[src/rtl/core/i2c_register_access_master_assert.svh]
// assertion macros shared by the i2c register access master rtl
`ifndef I2C_REGISTER_ACCESS_MASTER_ASSERT_SVH
`define I2C_REGISTER_ACCESS_MASTER_ASSERT_SVH

// property must hold at every clock edge out of reset
`define I2CRA_ASSERT(lbl, prop, msg) \
  lbl: assert property (@(posedge clk_i) disable iff (!rst_ni) (prop)) else $error(msg);

// condition must never be seen at a clock edge out of reset
`define I2CRA_NEVER(lbl, cond, msg) \
  lbl: assert property (@(posedge clk_i) disable iff (!rst_ni) !(cond)) else $error(msg);

`endif

[src/rtl/core/i2cra_pkg.sv]
// shared types and constants for the i2c register access master
`default_nettype none

package i2cra_pkg;

  localparam logic KIND_TICK = 1'b0;
  localparam logic KIND_CMD  = 1'b1;

  localparam logic [6:0] DEV_ADDR_RST = 7'd104;
  localparam int unsigned BYTE_BITS   = 8;

  typedef enum logic [3:0] {
    SEG_IDLE    = 4'd0,
    SEG_START1  = 4'd1,
    SEG_ADDRW   = 4'd2,
    SEG_ACK1    = 4'd3,
    SEG_REG     = 4'd4,
    SEG_ACK2    = 4'd5,
    SEG_VAL     = 4'd6,
    SEG_ACK3    = 4'd7,
    SEG_START2  = 4'd8,
    SEG_ADDRR   = 4'd9,
    SEG_ACK4    = 4'd10,
    SEG_RDBITS  = 4'd11,
    SEG_RDACK   = 4'd12,
    SEG_STOP    = 4'd13,
    SEG_STOPERR = 4'd14
  } seg_e;

  typedef struct packed {
    seg_e       seg;
    logic [1:0] slot;
    logic [3:0] bit_index;
    logic [7:0] shift_byte;
    logic [7:0] bytes_left;
    logic       op_read;
    logic [7:0] reg_latch;
    logic [7:0] value_latch;
    logic       scl;
    logic       sda;
  } st_t;

  // idle sequencer with both lines released
  localparam st_t ST_RST = '{
    seg: SEG_IDLE, slot: 2'd0, bit_index: 4'd0, shift_byte: 8'd0, bytes_left: 8'd0,
    op_read: 1'b0, reg_latch: 8'd0, value_latch: 8'd0, scl: 1'b1, sda: 1'b1
  };

  typedef struct packed {
    logic       kind;
    logic       is_read;
    logic [7:0] reg_addr;
    logic [7:0] write_value;
    logic [7:0] read_len;
    logic       sda_sample;
  } item_t;

  typedef struct packed {
    logic       scl_level;
    logic       sda_level;
    logic       busy_res;
    logic       read_valid;
    logic [7:0] read_data;
    logic       read_last;
    logic       done_res;
    logic       nack_error;
  } res_t;

endpackage

`default_nettype wire

[src/rtl/core/i2c_register_access_master.sv]
// top level of the i2c register access master: state, config and result register
//
// channel   dir  handshake                      payload
// s_axis    in   s_axis_tvalid/s_axis_tready    tdata, tuser = kind (0 tick, 1 command)
// m_axis    out  m_axis_tvalid/m_axis_tready    tdata, tlast = read_last
// cfg       in   cfg_we_i, no wait              cfg_wdata_i = device_address
//
// one item per cycle while m_axis is not stalled; the result of an item is registered
// as it leaves the input register (one step of the slot sequencer)
// reset clears the sequencer to idle with both lines released and address 104
// a stalled result register holds the input register, which stalls s_axis
`default_nettype none

module i2c_register_access_master (
  input  wire logic        clk_i,
  input  wire logic        rst_ni,
  input  wire logic        s_axis_tvalid,
  output      logic        s_axis_tready,
  // [0] is_read, [8:1] reg_addr, [16:9] write_value, [24:17] read_len,
  // [25] sda_sample, [31:26] zero
  input  wire logic [31:0] s_axis_tdata,
  // [0] kind
  input  wire logic        s_axis_tuser,
  output      logic        m_axis_tvalid,
  input  wire logic        m_axis_tready,
  // [0] scl_level, [1] sda_level, [2] busy_res, [3] read_valid,
  // [11:4] read_data, [12] done_res, [13] nack_error, [15:14] zero
  output      logic [15:0] m_axis_tdata,
  output      logic        m_axis_tlast,
  input  wire logic        cfg_we_i,
  input  wire logic [6:0]  cfg_wdata_i
);

  logic             in_valid;
  logic             advance;
  i2cra_pkg::item_t item;
  i2cra_pkg::st_t   st_q;
  i2cra_pkg::st_t   st_d;
  i2cra_pkg::res_t  res_d;
  i2cra_pkg::res_t  res_q;
  logic             out_valid_q;
  logic [6:0]       dev_addr_q;
  logic             idle_st;
  logic             done_out;
  logic             res_idle;
  logic             err_out;
  logic             rd_idle_out;
  logic             rd_fields;

  assign advance = in_valid && (!out_valid_q || m_axis_tready);

  i2cra_in_stage u_in_stage (
    .clk_i     (clk_i),
    .rst_ni    (rst_ni),
    .s_valid_i (s_axis_tvalid),
    .s_ready_o (s_axis_tready),
    .s_data_i  (s_axis_tdata),
    .s_user_i  (s_axis_tuser),
    .advance_i (advance),
    .valid_o   (in_valid),
    .item_o    (item)
  );

  i2cra_step u_step (
    .st_i       (st_q),
    .item_i     (item),
    .dev_addr_i (dev_addr_q),
    .st_o       (st_d),
    .res_o      (res_d)
  );

  always_ff @(posedge clk_i or negedge rst_ni) begin
    if (!rst_ni) begin
      dev_addr_q <= i2cra_pkg::DEV_ADDR_RST;
    end else if (cfg_we_i) begin
      dev_addr_q <= cfg_wdata_i;
    end
  end

  always_ff @(posedge clk_i or negedge rst_ni) begin
    if (!rst_ni) begin
      st_q             <= i2cra_pkg::ST_RST;
      out_valid_q      <= 1'b0;
    end else begin
      if (advance) begin
        st_q        <= st_d;
        out_valid_q <= 1'b1;
      end else if (m_axis_tready) begin
        out_valid_q <= 1'b0;
      end
    end
  end

  always_ff @(posedge clk_i) begin
    if (advance) begin
      res_q <= res_d;
    end
  end

  assign m_axis_tvalid = out_valid_q;
  assign m_axis_tlast  = res_q.read_last;
  assign m_axis_tdata  = {2'b00, res_q.nack_error, res_q.done_res, res_q.read_data,
                          res_q.read_valid, res_q.busy_res, res_q.sda_level,
                          res_q.scl_level};

  assign idle_st     = (st_q.seg == i2cra_pkg::SEG_IDLE);
  assign done_out    = out_valid_q && res_q.done_res;
  assign res_idle    = res_q.scl_level && res_q.sda_level && !res_q.busy_res;
  assign err_out     = out_valid_q && res_q.nack_error;
  assign rd_idle_out = out_valid_q && !res_q.read_valid;
  assign rd_fields   = res_q.read_last || (res_q.read_data != 8'd0);

`include "i2c_register_access_master_assert.svh"

  // idle bus is always released on both lines
  `I2CRA_ASSERT(a_idle_released, idle_st |-> (st_q.scl && st_q.sda), "idle with a line low")
  // a finished transfer leaves the bus released and the sequencer idle
  `I2CRA_ASSERT(a_done_released, done_out |-> res_idle, "done without released bus")
  // an error is only flagged with done
  `I2CRA_NEVER(a_err_no_done, err_out && !res_q.done_res, "nack error without done")
  // byte fields are zero when no byte is presented
  `I2CRA_NEVER(a_rd_fields_zero, rd_idle_out && rd_fields, "read fields set without read valid")

endmodule

`default_nettype wire

[src/rtl/core/i2cra_in_stage.sv]
// input register stage that captures one item and unpacks its fields
`default_nettype none

module i2cra_in_stage (
  input  wire logic          clk_i,
  input  wire logic          rst_ni,
  input  wire logic          s_valid_i,
  output      logic          s_ready_o,
  input  wire logic [31:0]   s_data_i,
  input  wire logic          s_user_i,
  input  wire logic          advance_i,
  output      logic          valid_o,
  output      i2cra_pkg::item_t item_o
);

  logic             valid_q;
  i2cra_pkg::item_t item_q;
  i2cra_pkg::item_t item_d;

  assign s_ready_o = !valid_q || advance_i;

  always_comb begin
    item_d.kind        = s_user_i;
    item_d.is_read     = s_data_i[0];
    item_d.reg_addr    = s_data_i[8:1];
    item_d.write_value = s_data_i[16:9];
    item_d.read_len    = s_data_i[24:17];
    item_d.sda_sample  = s_data_i[25];
  end

  always_ff @(posedge clk_i or negedge rst_ni) begin
    if (!rst_ni) begin
      valid_q <= 1'b0;
    end else if (s_ready_o) begin
      valid_q <= s_valid_i;
    end
  end

  always_ff @(posedge clk_i) begin
    if (s_ready_o && s_valid_i) begin
      item_q <= item_d;
    end
  end

  assign valid_o = valid_q;
  assign item_o  = item_q;

endmodule

`default_nettype wire

[src/rtl/core/i2cra_step.sv]
// next-state and result logic for one delay slot or command
`default_nettype none

module i2cra_step (
  input  wire i2cra_pkg::st_t   st_i,
  input  wire i2cra_pkg::item_t item_i,
  input  wire logic [6:0]       dev_addr_i,
  output      i2cra_pkg::st_t   st_o,
  output      i2cra_pkg::res_t  res_o
);

  function automatic i2cra_pkg::st_t go_seg(input i2cra_pkg::st_t s,
                                            input i2cra_pkg::seg_e g,
                                            input logic [6:0] dev);
    i2cra_pkg::st_t r;
    r           = s;
    r.seg       = g;
    r.slot      = 2'd0;
    r.bit_index = 4'd0;
    case (g)
      i2cra_pkg::SEG_ADDRW:  r.shift_byte = {dev, 1'b0};
      i2cra_pkg::SEG_ADDRR:  r.shift_byte = {dev, 1'b1};
      i2cra_pkg::SEG_REG:    r.shift_byte = s.reg_latch;
      i2cra_pkg::SEG_VAL:    r.shift_byte = s.value_latch;
      i2cra_pkg::SEG_RDBITS: r.shift_byte = 8'd0;
      default:               r.shift_byte = s.shift_byte;
    endcase
    return r;
  endfunction

  i2cra_pkg::st_t  d;
  i2cra_pkg::res_t r;

  always_comb begin
    logic [3:0] bi;
    logic [7:0] sh;
    logic [7:0] bl;
    d  = st_i;
    bi = st_i.bit_index + 4'd1;
    sh = {st_i.shift_byte[6:0], item_i.sda_sample};
    bl = (st_i.bytes_left != 8'd0) ? st_i.bytes_left - 8'd1 : st_i.bytes_left;
    r.read_valid = 1'b0;
    r.read_data  = 8'd0;
    r.read_last  = 1'b0;
    r.done_res   = 1'b0;
    r.nack_error = 1'b0;

    if (item_i.kind == i2cra_pkg::KIND_CMD) begin
      if (st_i.seg == i2cra_pkg::SEG_IDLE) begin
        d.op_read     = item_i.is_read;
        d.reg_latch   = item_i.reg_addr;
        d.value_latch = item_i.write_value;
        d.bytes_left  = item_i.read_len;
        d = go_seg(d, i2cra_pkg::SEG_START1, dev_addr_i);
      end
    end else begin
      case (st_i.seg)
        i2cra_pkg::SEG_START1, i2cra_pkg::SEG_START2: begin
          if (st_i.slot == 2'd0) begin
            d.scl  = 1'b1;
            d.sda  = 1'b1;
            d.slot = 2'd1;
          end else if (st_i.slot == 2'd1) begin
            d.sda  = 1'b0;
            d.slot = 2'd2;
          end else begin
            d.scl = 1'b0;
            d = go_seg(d, (st_i.seg == i2cra_pkg::SEG_START1) ? i2cra_pkg::SEG_ADDRW
                                                              : i2cra_pkg::SEG_ADDRR,
                       dev_addr_i);
          end
        end
        i2cra_pkg::SEG_ADDRW, i2cra_pkg::SEG_REG, i2cra_pkg::SEG_VAL,
        i2cra_pkg::SEG_ADDRR: begin
          if (st_i.slot == 2'd0) begin
            d.sda  = st_i.shift_byte[7];
            d.slot = 2'd1;
          end else if (st_i.slot == 2'd1) begin
            d.scl  = 1'b1;
            d.slot = 2'd2;
          end else begin
            d.scl        = 1'b0;
            d.shift_byte = {st_i.shift_byte[6:0], 1'b0};
            d.bit_index  = bi;
            if (bi >= 4'(i2cra_pkg::BYTE_BITS)) begin
              d = go_seg(d, i2cra_pkg::seg_e'(st_i.seg + 4'd1), dev_addr_i);
            end else begin
              d.slot = 2'd0;
            end
          end
        end
        i2cra_pkg::SEG_ACK1, i2cra_pkg::SEG_ACK2, i2cra_pkg::SEG_ACK3,
        i2cra_pkg::SEG_ACK4: begin
          if (st_i.slot == 2'd0) begin
            d.sda  = 1'b1;
            d.slot = 2'd1;
          end else if (st_i.slot == 2'd1) begin
            d.scl  = 1'b1;
            d.slot = 2'd2;
          end else begin
            d.scl = 1'b0;
            if (item_i.sda_sample) begin
              d = go_seg(d, i2cra_pkg::SEG_STOPERR, dev_addr_i);
            end else if (st_i.seg == i2cra_pkg::SEG_ACK1) begin
              d = go_seg(d, i2cra_pkg::SEG_REG, dev_addr_i);
            end else if (st_i.seg == i2cra_pkg::SEG_ACK2) begin
              d = go_seg(d, st_i.op_read ? i2cra_pkg::SEG_START2 : i2cra_pkg::SEG_VAL,
                         dev_addr_i);
            end else if (st_i.seg == i2cra_pkg::SEG_ACK3) begin
              d = go_seg(d, i2cra_pkg::SEG_STOP, dev_addr_i);
            end else begin
              d = go_seg(d, (st_i.bytes_left != 8'd0) ? i2cra_pkg::SEG_RDBITS
                                                      : i2cra_pkg::SEG_STOP,
                         dev_addr_i);
            end
          end
        end
        i2cra_pkg::SEG_RDBITS: begin
          if (st_i.slot == 2'd0) begin
            d.sda  = 1'b1;
            d.scl  = 1'b1;
            d.slot = 2'd1;
          end else begin
            d.scl        = 1'b0;
            d.shift_byte = sh;
            d.bit_index  = bi;
            d.slot       = 2'd0;
            if (bi >= 4'(i2cra_pkg::BYTE_BITS)) begin
              r.read_valid = 1'b1;
              r.read_data  = sh;
              r.read_last  = (st_i.bytes_left == 8'd1);
              d.seg        = i2cra_pkg::SEG_RDACK;
              d.bit_index  = 4'd0;
            end
          end
        end
        i2cra_pkg::SEG_RDACK: begin
          if (st_i.slot == 2'd0) begin
            d.sda  = (st_i.bytes_left <= 8'd1);
            d.slot = 2'd1;
          end else if (st_i.slot == 2'd1) begin
            d.scl  = 1'b1;
            d.slot = 2'd2;
          end else begin
            d.scl        = 1'b0;
            d.bytes_left = bl;
            d = go_seg(d, (bl != 8'd0) ? i2cra_pkg::SEG_RDBITS : i2cra_pkg::SEG_STOP,
                       dev_addr_i);
          end
        end
        i2cra_pkg::SEG_STOP, i2cra_pkg::SEG_STOPERR: begin
          if (st_i.slot == 2'd0) begin
            d.sda  = 1'b0;
            d.scl  = 1'b1;
            d.slot = 2'd1;
          end else begin
            d.sda        = 1'b1;
            d.scl        = 1'b1;
            r.done_res   = 1'b1;
            r.nack_error = (st_i.seg == i2cra_pkg::SEG_STOPERR);
            d = go_seg(d, i2cra_pkg::SEG_IDLE, dev_addr_i);
          end
        end
        default: begin
          d = go_seg(d, i2cra_pkg::SEG_IDLE, dev_addr_i);
        end
      endcase
    end

    r.scl_level = d.scl;
    r.sda_level = d.sda;
    r.busy_res  = (d.seg != i2cra_pkg::SEG_IDLE);
  end

  assign st_o  = d;
  assign res_o = r;

endmodule

`default_nettype wire

[config.mk]
export PLATFORM = sky130hd
export DESIGN_NAME = i2c_register_access_master
export DESIGN_NICKNAME = d
export VERILOG_FILES = /design/src/rtl/core/i2cra_pkg.sv /design/src/rtl/core/i2c_register_access_master.sv /design/src/rtl/core/i2cra_in_stage.sv /design/src/rtl/core/i2cra_step.sv
export VERILOG_INCLUDE_DIRS = /design/src /design/src/rtl/core
export SDC_FILE = /design/constraint.sdc
export NUM_CORES = 1
export LEC_CHECK = 0
export BUFFER_PORTS_ARGS = -buffer_cell sky130_fd_sc_hd__buf_2
export CORE_MARGIN = 8
export CORE_UTILIZATION = 45
export DETAILED_ROUTE_END_ITERATION = 7
export PLACE_DENSITY = 0.62
export SLEW_MARGIN = 20
export SYNTH_ARGS = -nofsm -noshare
export SYNTH_HDL_FRONTEND = slang
export SYNTH_SLANG_ARGS = --single-unit
[constraint.sdc]
create_clock -name clk_i -period 6.09 [get_ports clk_i]
set_input_delay 1.218 -clock clk_i [delete_from_list [all_inputs] [get_ports clk_i]]
set_output_delay 1.218 -clock clk_i [all_outputs]
set_load 0.03 [all_outputs]
; After elaboration in Yosys (flattened, before gate mapping)
; Index checks and enable logic that the tools add are counted.
[op_classes]
add_sub_neg = 3
n_mul = 0
div_mod_pow = 0
order_cmp = 2
n_eq_ne = 73
n_shift = 0
n_mux = 65
n_bitwise = 4
n_reduce_logical = 27
[ops]
columns = operator, count
row1 = 2-to-1 mux 45 bit, 6
row2 = case mux 8 bit (5 select lines), 5
row3 = 2-to-1 mux 37 bit, 5
row4 = 2-to-1 mux 38 bit, 4
row5 = case mux 25 bit (5 select lines), 1
row6 = case mux 18 bit (6 select lines), 1
row7 = "equality test 4 bit, second input constant", 17
row8 = 2-to-1 mux 4 bit, 15
row9 = "equality test 4 x 3 -> 1 bit, second input constant", 14
row10 = 2-to-1 mux 39 bit, 1
row11 = "inequality test 2 bit, second input constant", 17
row12 = "inequality test 3 bit, second input constant", 10
row13 = "equality test 4 x 2 -> 1 bit, second input constant", 7
row14 = AND reduction 19 bit, 1
row15 = nonzero test 8 bit, 2
row16 = 2-to-1 mux 1 bit, 15
row17 = 2-to-1 mux 12 bit, 1
row18 = 2-to-1 mux 2 bit, 6
row19 = "inequality test 6 bit, second input constant", 2
row20 = case mux 2 bit (6 select lines), 1
row21 = AND reduction 12 bit, 1
row22 = OR reduction 4 bit, 3
row23 = 2-to-1 mux 10 bit, 1
row24 = AND reduction 9 bit, 1
row25 = other kinds (25), 37
[totals]
reg_bits = 96
latch_bits = 0
mem_bits_rw = 0
romBits = 0
output_inout_bits = 19
elab_cells = 201
mem_count = 0

; Logic depth before layout (Yosys ltp)
[logic_depth]
ltp_word = 13
mapped_depth = 12
mapped_depth_nobuf = 9

; Hierarchy
; From an unflattened synthesis, not the netlist that was laid out.
[unflattened]
hier_cells = 630
area_unflattened_um2 = 6222.2
[modules_own_cells]
columns = module, instances, cells_each, area_each_um2, seq_area_each_um2
row1 = i2cra_step, 1, 467, 2740.1, 0.0
row2 = i2c_register_access_master, 1, 132, 2617.5, 1783.0
row3 = i2cra_in_stage, 1, 31, 864.6, 835.8

; Worst setup path before layout
; OpenSTA, ideal clock, no wires.
[synth_path]
kind = in2reg
start = input port m_axis_tready
end = register st_q[32] in the netlist's numbering
t_arrival_ps = 2690
t_required_ps = 5954
slack_ps = 3264
stages = 9
path_buffers = 1
cell_sequence = nand2b_1 -> nand2_1 -> inv_2 -> nand2b_1 -> nor4_2 -> nand3_2 -> buf_6 -> a21oi_1 -> a31oi_1
[synth_via]
elab_chain_cells = 3
[synth_lines]
columns = element, line_no
row1 = start: declaration, i2c_register_access_master.sv:25  ; input wire logic m_axis_tready,
row2 = logical OR 1 bit, i2c_register_access_master.sv:50  ; assign advance = in_valid && (!out_valid_q || m_axis_tready);
row3 = logical AND 1 bit, i2c_register_access_master.sv:50
row4 = via advance, i2c_register_access_master.sv:35  ; logic advance;
row5 = AND reduction 19 bit (no source line), n/a
row6 = end signal: assignment, i2c_register_access_master.sv:82  ; st_q <= i2cra_pkg::ST_RST;
row7 = end signal: assignment, i2c_register_access_master.sv:86  ; st_q <= st_d;
row8 = end: declaration, i2c_register_access_master.sv:37  ; i2cra_pkg::st_t st_q;
; The timed path passes the listed nets, and every way through them passes these cells.
; A chain may end at the register's enable or synchronous reset.

; Worst setup path in the final report
[layout_path]
start = register st_q[42] in the netlist's numbering
end = register st_q[34] in the netlist's numbering
[layout_via]
elab_chain_cells = 8
[layout_lines]
columns = element, line_no
row1 = "adder 4 x 1 -> 4 bit, or another cell as far along", i2cra_step.sv:86  ; d = go_seg(d, i2cra_pkg::seg_e'(st_i.seg + 4'd1), dev_addr_i);
row2 = "equality test 4 bit, or another cell as far along", i2cra_step.sv:20  ; case (g)
row3 = "case mux 8 bit (5 select lines), or another cell as far along", i2cra_step.sv:20
row4 = "2-to-1 mux 39 bit, or another cell as far along", i2cra_step.sv:85  ; if (bi >= 4'(i2cra_pkg::BYTE_BITS)) begin
row5 = "2-to-1 mux 37 bit, or another cell as far along", i2cra_step.sv:78  ; end else if (st_i.slot == 2'd1) begin
row6 = "2-to-1 mux 38 bit, or another cell as far along", i2cra_step.sv:75  ; if (st_i.slot == 2'd0) begin
row7 = case mux 18 bit (6 select lines), i2cra_step.sv:57  ; case (st_i.seg)
row8 = 2-to-1 mux 45 bit, i2cra_step.sv:48  ; if (item_i.kind == i2cra_pkg::KIND_CMD) begin
; Parallel ways exist; a longest one is shown, timed or not. The select of a mux whose other input is x is not followed.

==> flow_summary.ini <==
[outcome]
outcome = finished clean

[sta]
finalHoldViolations = 0
finalSetupViolations = 0
final_max_slew_viol_count = 0
max_slew_margin_pct = 33.33
tightest_slew_ns = 1.000
fin_crit_sh_pct = 57.62
rsz0062_at_grt = false
whs_ns = 0.4782
skew_ns = 0.007211
fmax_ghz = 0.2850
layout_setup_ws_ns = 2.581
period_minus_slack_ns = 3.509
final.setup.tns_ns = 0

[grt]
antenna_found_initial = 0
grt_pass1_wl_um = 21220
overflow = 0
grt_pass1_vias = 4122
track_usage_pct = 16.41
grt_max_degree = 55

[floorplan]
io_pins = 64
core_region_area_mm2 = 0.01191
dieArea_mm2 = 0.01590
start_util_pct = 45.79
die_height_um = 126.1
rows = 40
die_x_um = 126.1

[route]
via_per_inst = 6.047
drt-initial-drc-count = 317
drt_wl_total_um = 12780
vias = 4269
drc = 0
post_drt_wl_per_cell_um = 18.10
first_pass_iters = 6
antenna_left = 0

[min_path]
worstHoldStart = u_in_stage.item_o[19]
min_path_type = reg -> reg

[setup_path]
rr_startpoint = st_q[42]
endpoint_kind = flop
worstPathRequired_ns = 6.31
cp-startpoint = st_q[42]
path_max_fanout = 13
worstSetupPathType = reg -> reg
crit_path_start_kind = flop
worstPathArrival_ns = 3.73

[cts]
htreeDepth = 3
hold_buffers = 0
cts_tree = done
clkLatencyLatePin_ns = 0.35
cts_buffers = 9
path_clk_slew_ns = 0.07
cts_setup_buffers = 0
cts-root-buf = clkbuf_16
cts_sinks = 96
cts_resized = 0
cts_max_path_buffers = 2

[pwr]
cellPowerDensity_mw_per_mm2 = 395.9
leakage_uw = 0.002356
peakVddDrop_mv = 0.1640

[synth]
async_reset_ff_share_pct = 56.25
synth_edf_count = 42
ys_warn_count = 0
synth_cell_types = 83
synthFlopType = dfrtp_1
synth_area_mm2 = 0.005454
syn_area_per_cell_um2 = 10.57
syn_inst = 516
seq_area_frac_synth_pct = 48.02
ys_seq_elements = 96

[layout]
drive_above_1_share_pct = 24.51
nets = 610
area_growth_pct = 11.91
num_antenna_cells = 0
fin_cells = 706
fin_area_mm2 = 0.006103

[placement]
preCtsSetupSlack_ns = 2.402
dpl.cell_count = 690
placed_area_mm2 = 0.005757
finalWeightedCongestion = 0.9625
port_buffers = 55
hpwl_um = 9156

[job]
cap_violations = 0
[logic make-up (layout without fill, tap and decap cells)]
logic type | count (synthesis) | after routing | synth area share (%)
AND/OR/NAND/NOR | 167 | 167 | 16.29
AO/OA/AOI/OAI | 156 | 156 | 20.83
flip-flops | 96 | 96 | 48.02
buffers and inverters | 45 | 87 | 4.221
multiplexers | 35 | 35 | 7.112
adder cells (fa/ha/maj) | 11 | 11 | 2.523
XOR/XNOR | 5 | 5 | 0.9406
other | 1 | 2 | 0.06876
[stage by stage]
step	utilization, %	power, uW
2_1_floorplan	-	1581
3_3_place_gp	48.33	1762
3_5_place_dp	48.33	1788
4_1_cts	51.11	2416
5_1_grt	51.24	2556
6_report	51.24	2416
[registers in the layout (all words and copies together) (netlist names)]
signal	flops
m_axis_tdata	14
m_axis_tvalid	1
u_in_stage.valid_o	1
m_axis_tlast	1
dev_addr_q	7
st_q	45
u_in_stage.item_o	27
[synthesized netlist by cell type, drive strengths merged (4+ instances only)]
master | count | area, um^2
dfrtp | 49 | 1226
nor2 | 46 | 175.2
nand2 | 45 | 168.9
o21ai | 44 | 220.2
edfxtp | 42 | 1261
mux2 | 30 | 337.8
a21oi | 29 | 156.4
buf | 20 | 136.4
and2 | 15 | 93.84
inv | 15 | 56.31
a31oi | 14 | 87.58
a222oi | 13 | 130.1
ha | 11 | 137.6
nand2b | 11 | 68.82
clkbuf | 10 | 37.54
nor3 | 9 | 61.31
nand3 | 7 | 40.04
nor2b | 6 | 37.54
and3 | 5 | 36.28
dfstp | 5 | 131.4
mux2i | 5 | 50.05
o22ai | 5 | 31.28
o31a | 5 | 43.79
o31ai | 5 | 65.06
xnor2 | 5 | 51.30
a211o | 4 | 35.03
o2bb2ai | 4 | 47.55
or3 | 4 | 25.02
[cell usage in the layout, fill, tap and decap left out, types with 6 or more instances in the layout]
master      n
mux2_2     30
a222oi_1   13
a21oi_1    26
a31oi_1    14
nand3_1     6
nor2_1     45
o21ai_1    13
nor3_1      6
clkbuf_16   9
and2_1     14
nor2b_1     6
dfrtp_1    49
nand2_1    45
inv_1      13
edfxtp_1   42
buf_2      55
ha_1       11
o21ai_0    31
nand2b_1   11
[power by group]
part | leakage (uW) | internal [uW] | switching [uW]
sequential | 0.00108 | 831 | 175
combinational | 0.00112 | 323 | 463
clock | 0.000160 | 367 | 257
total | 0.00236 | 1520 | 895
[metal layers]
metal	up-vias	GRT usage, %	part of all wire, %
met1	2026	21.89	44
li1	2018	-	-
met4	0	6.794	2.4
met3	23	4.684	8.7
met5	-	0	0
met2	202	24.44	45
[critical path, cell delays in order, from the launching register on]
cell	delay, ns
dfrtp_1	0.58
inv_1	0.21
ha_1	0.42
o211ai_1	0.61
o31ai_1	0.20
nor4_2	0.50
nand3_2	0.38
a221oi_1	0.33
a32oi_1	0.14
[path summary, 6_finish.rpt]
kind	endpoint	slack [ns]	depth (start not counted)
min	st_q[12]	0.48	1
min in group asynchronous	st_q[21]	0.99	2
min reg2reg	st_q[12]	0.48	1
max	st_q[34]	2.58	8
max in group asynchronous	st_q[32]	4.63	2
max reg2reg	st_q[34]	2.58	8
[cell type report]
type,instances,area [um^2]
clock buffers,10,229.0
multi-input cells,376,2630
repair buffers,56,282.8
inverters,15,56.30
well taps,147,183.9
clock inverters,6,102.6
fillers,1080,5808
flip-flops and latches,96,2619
(Power assumes the default switching activity.)
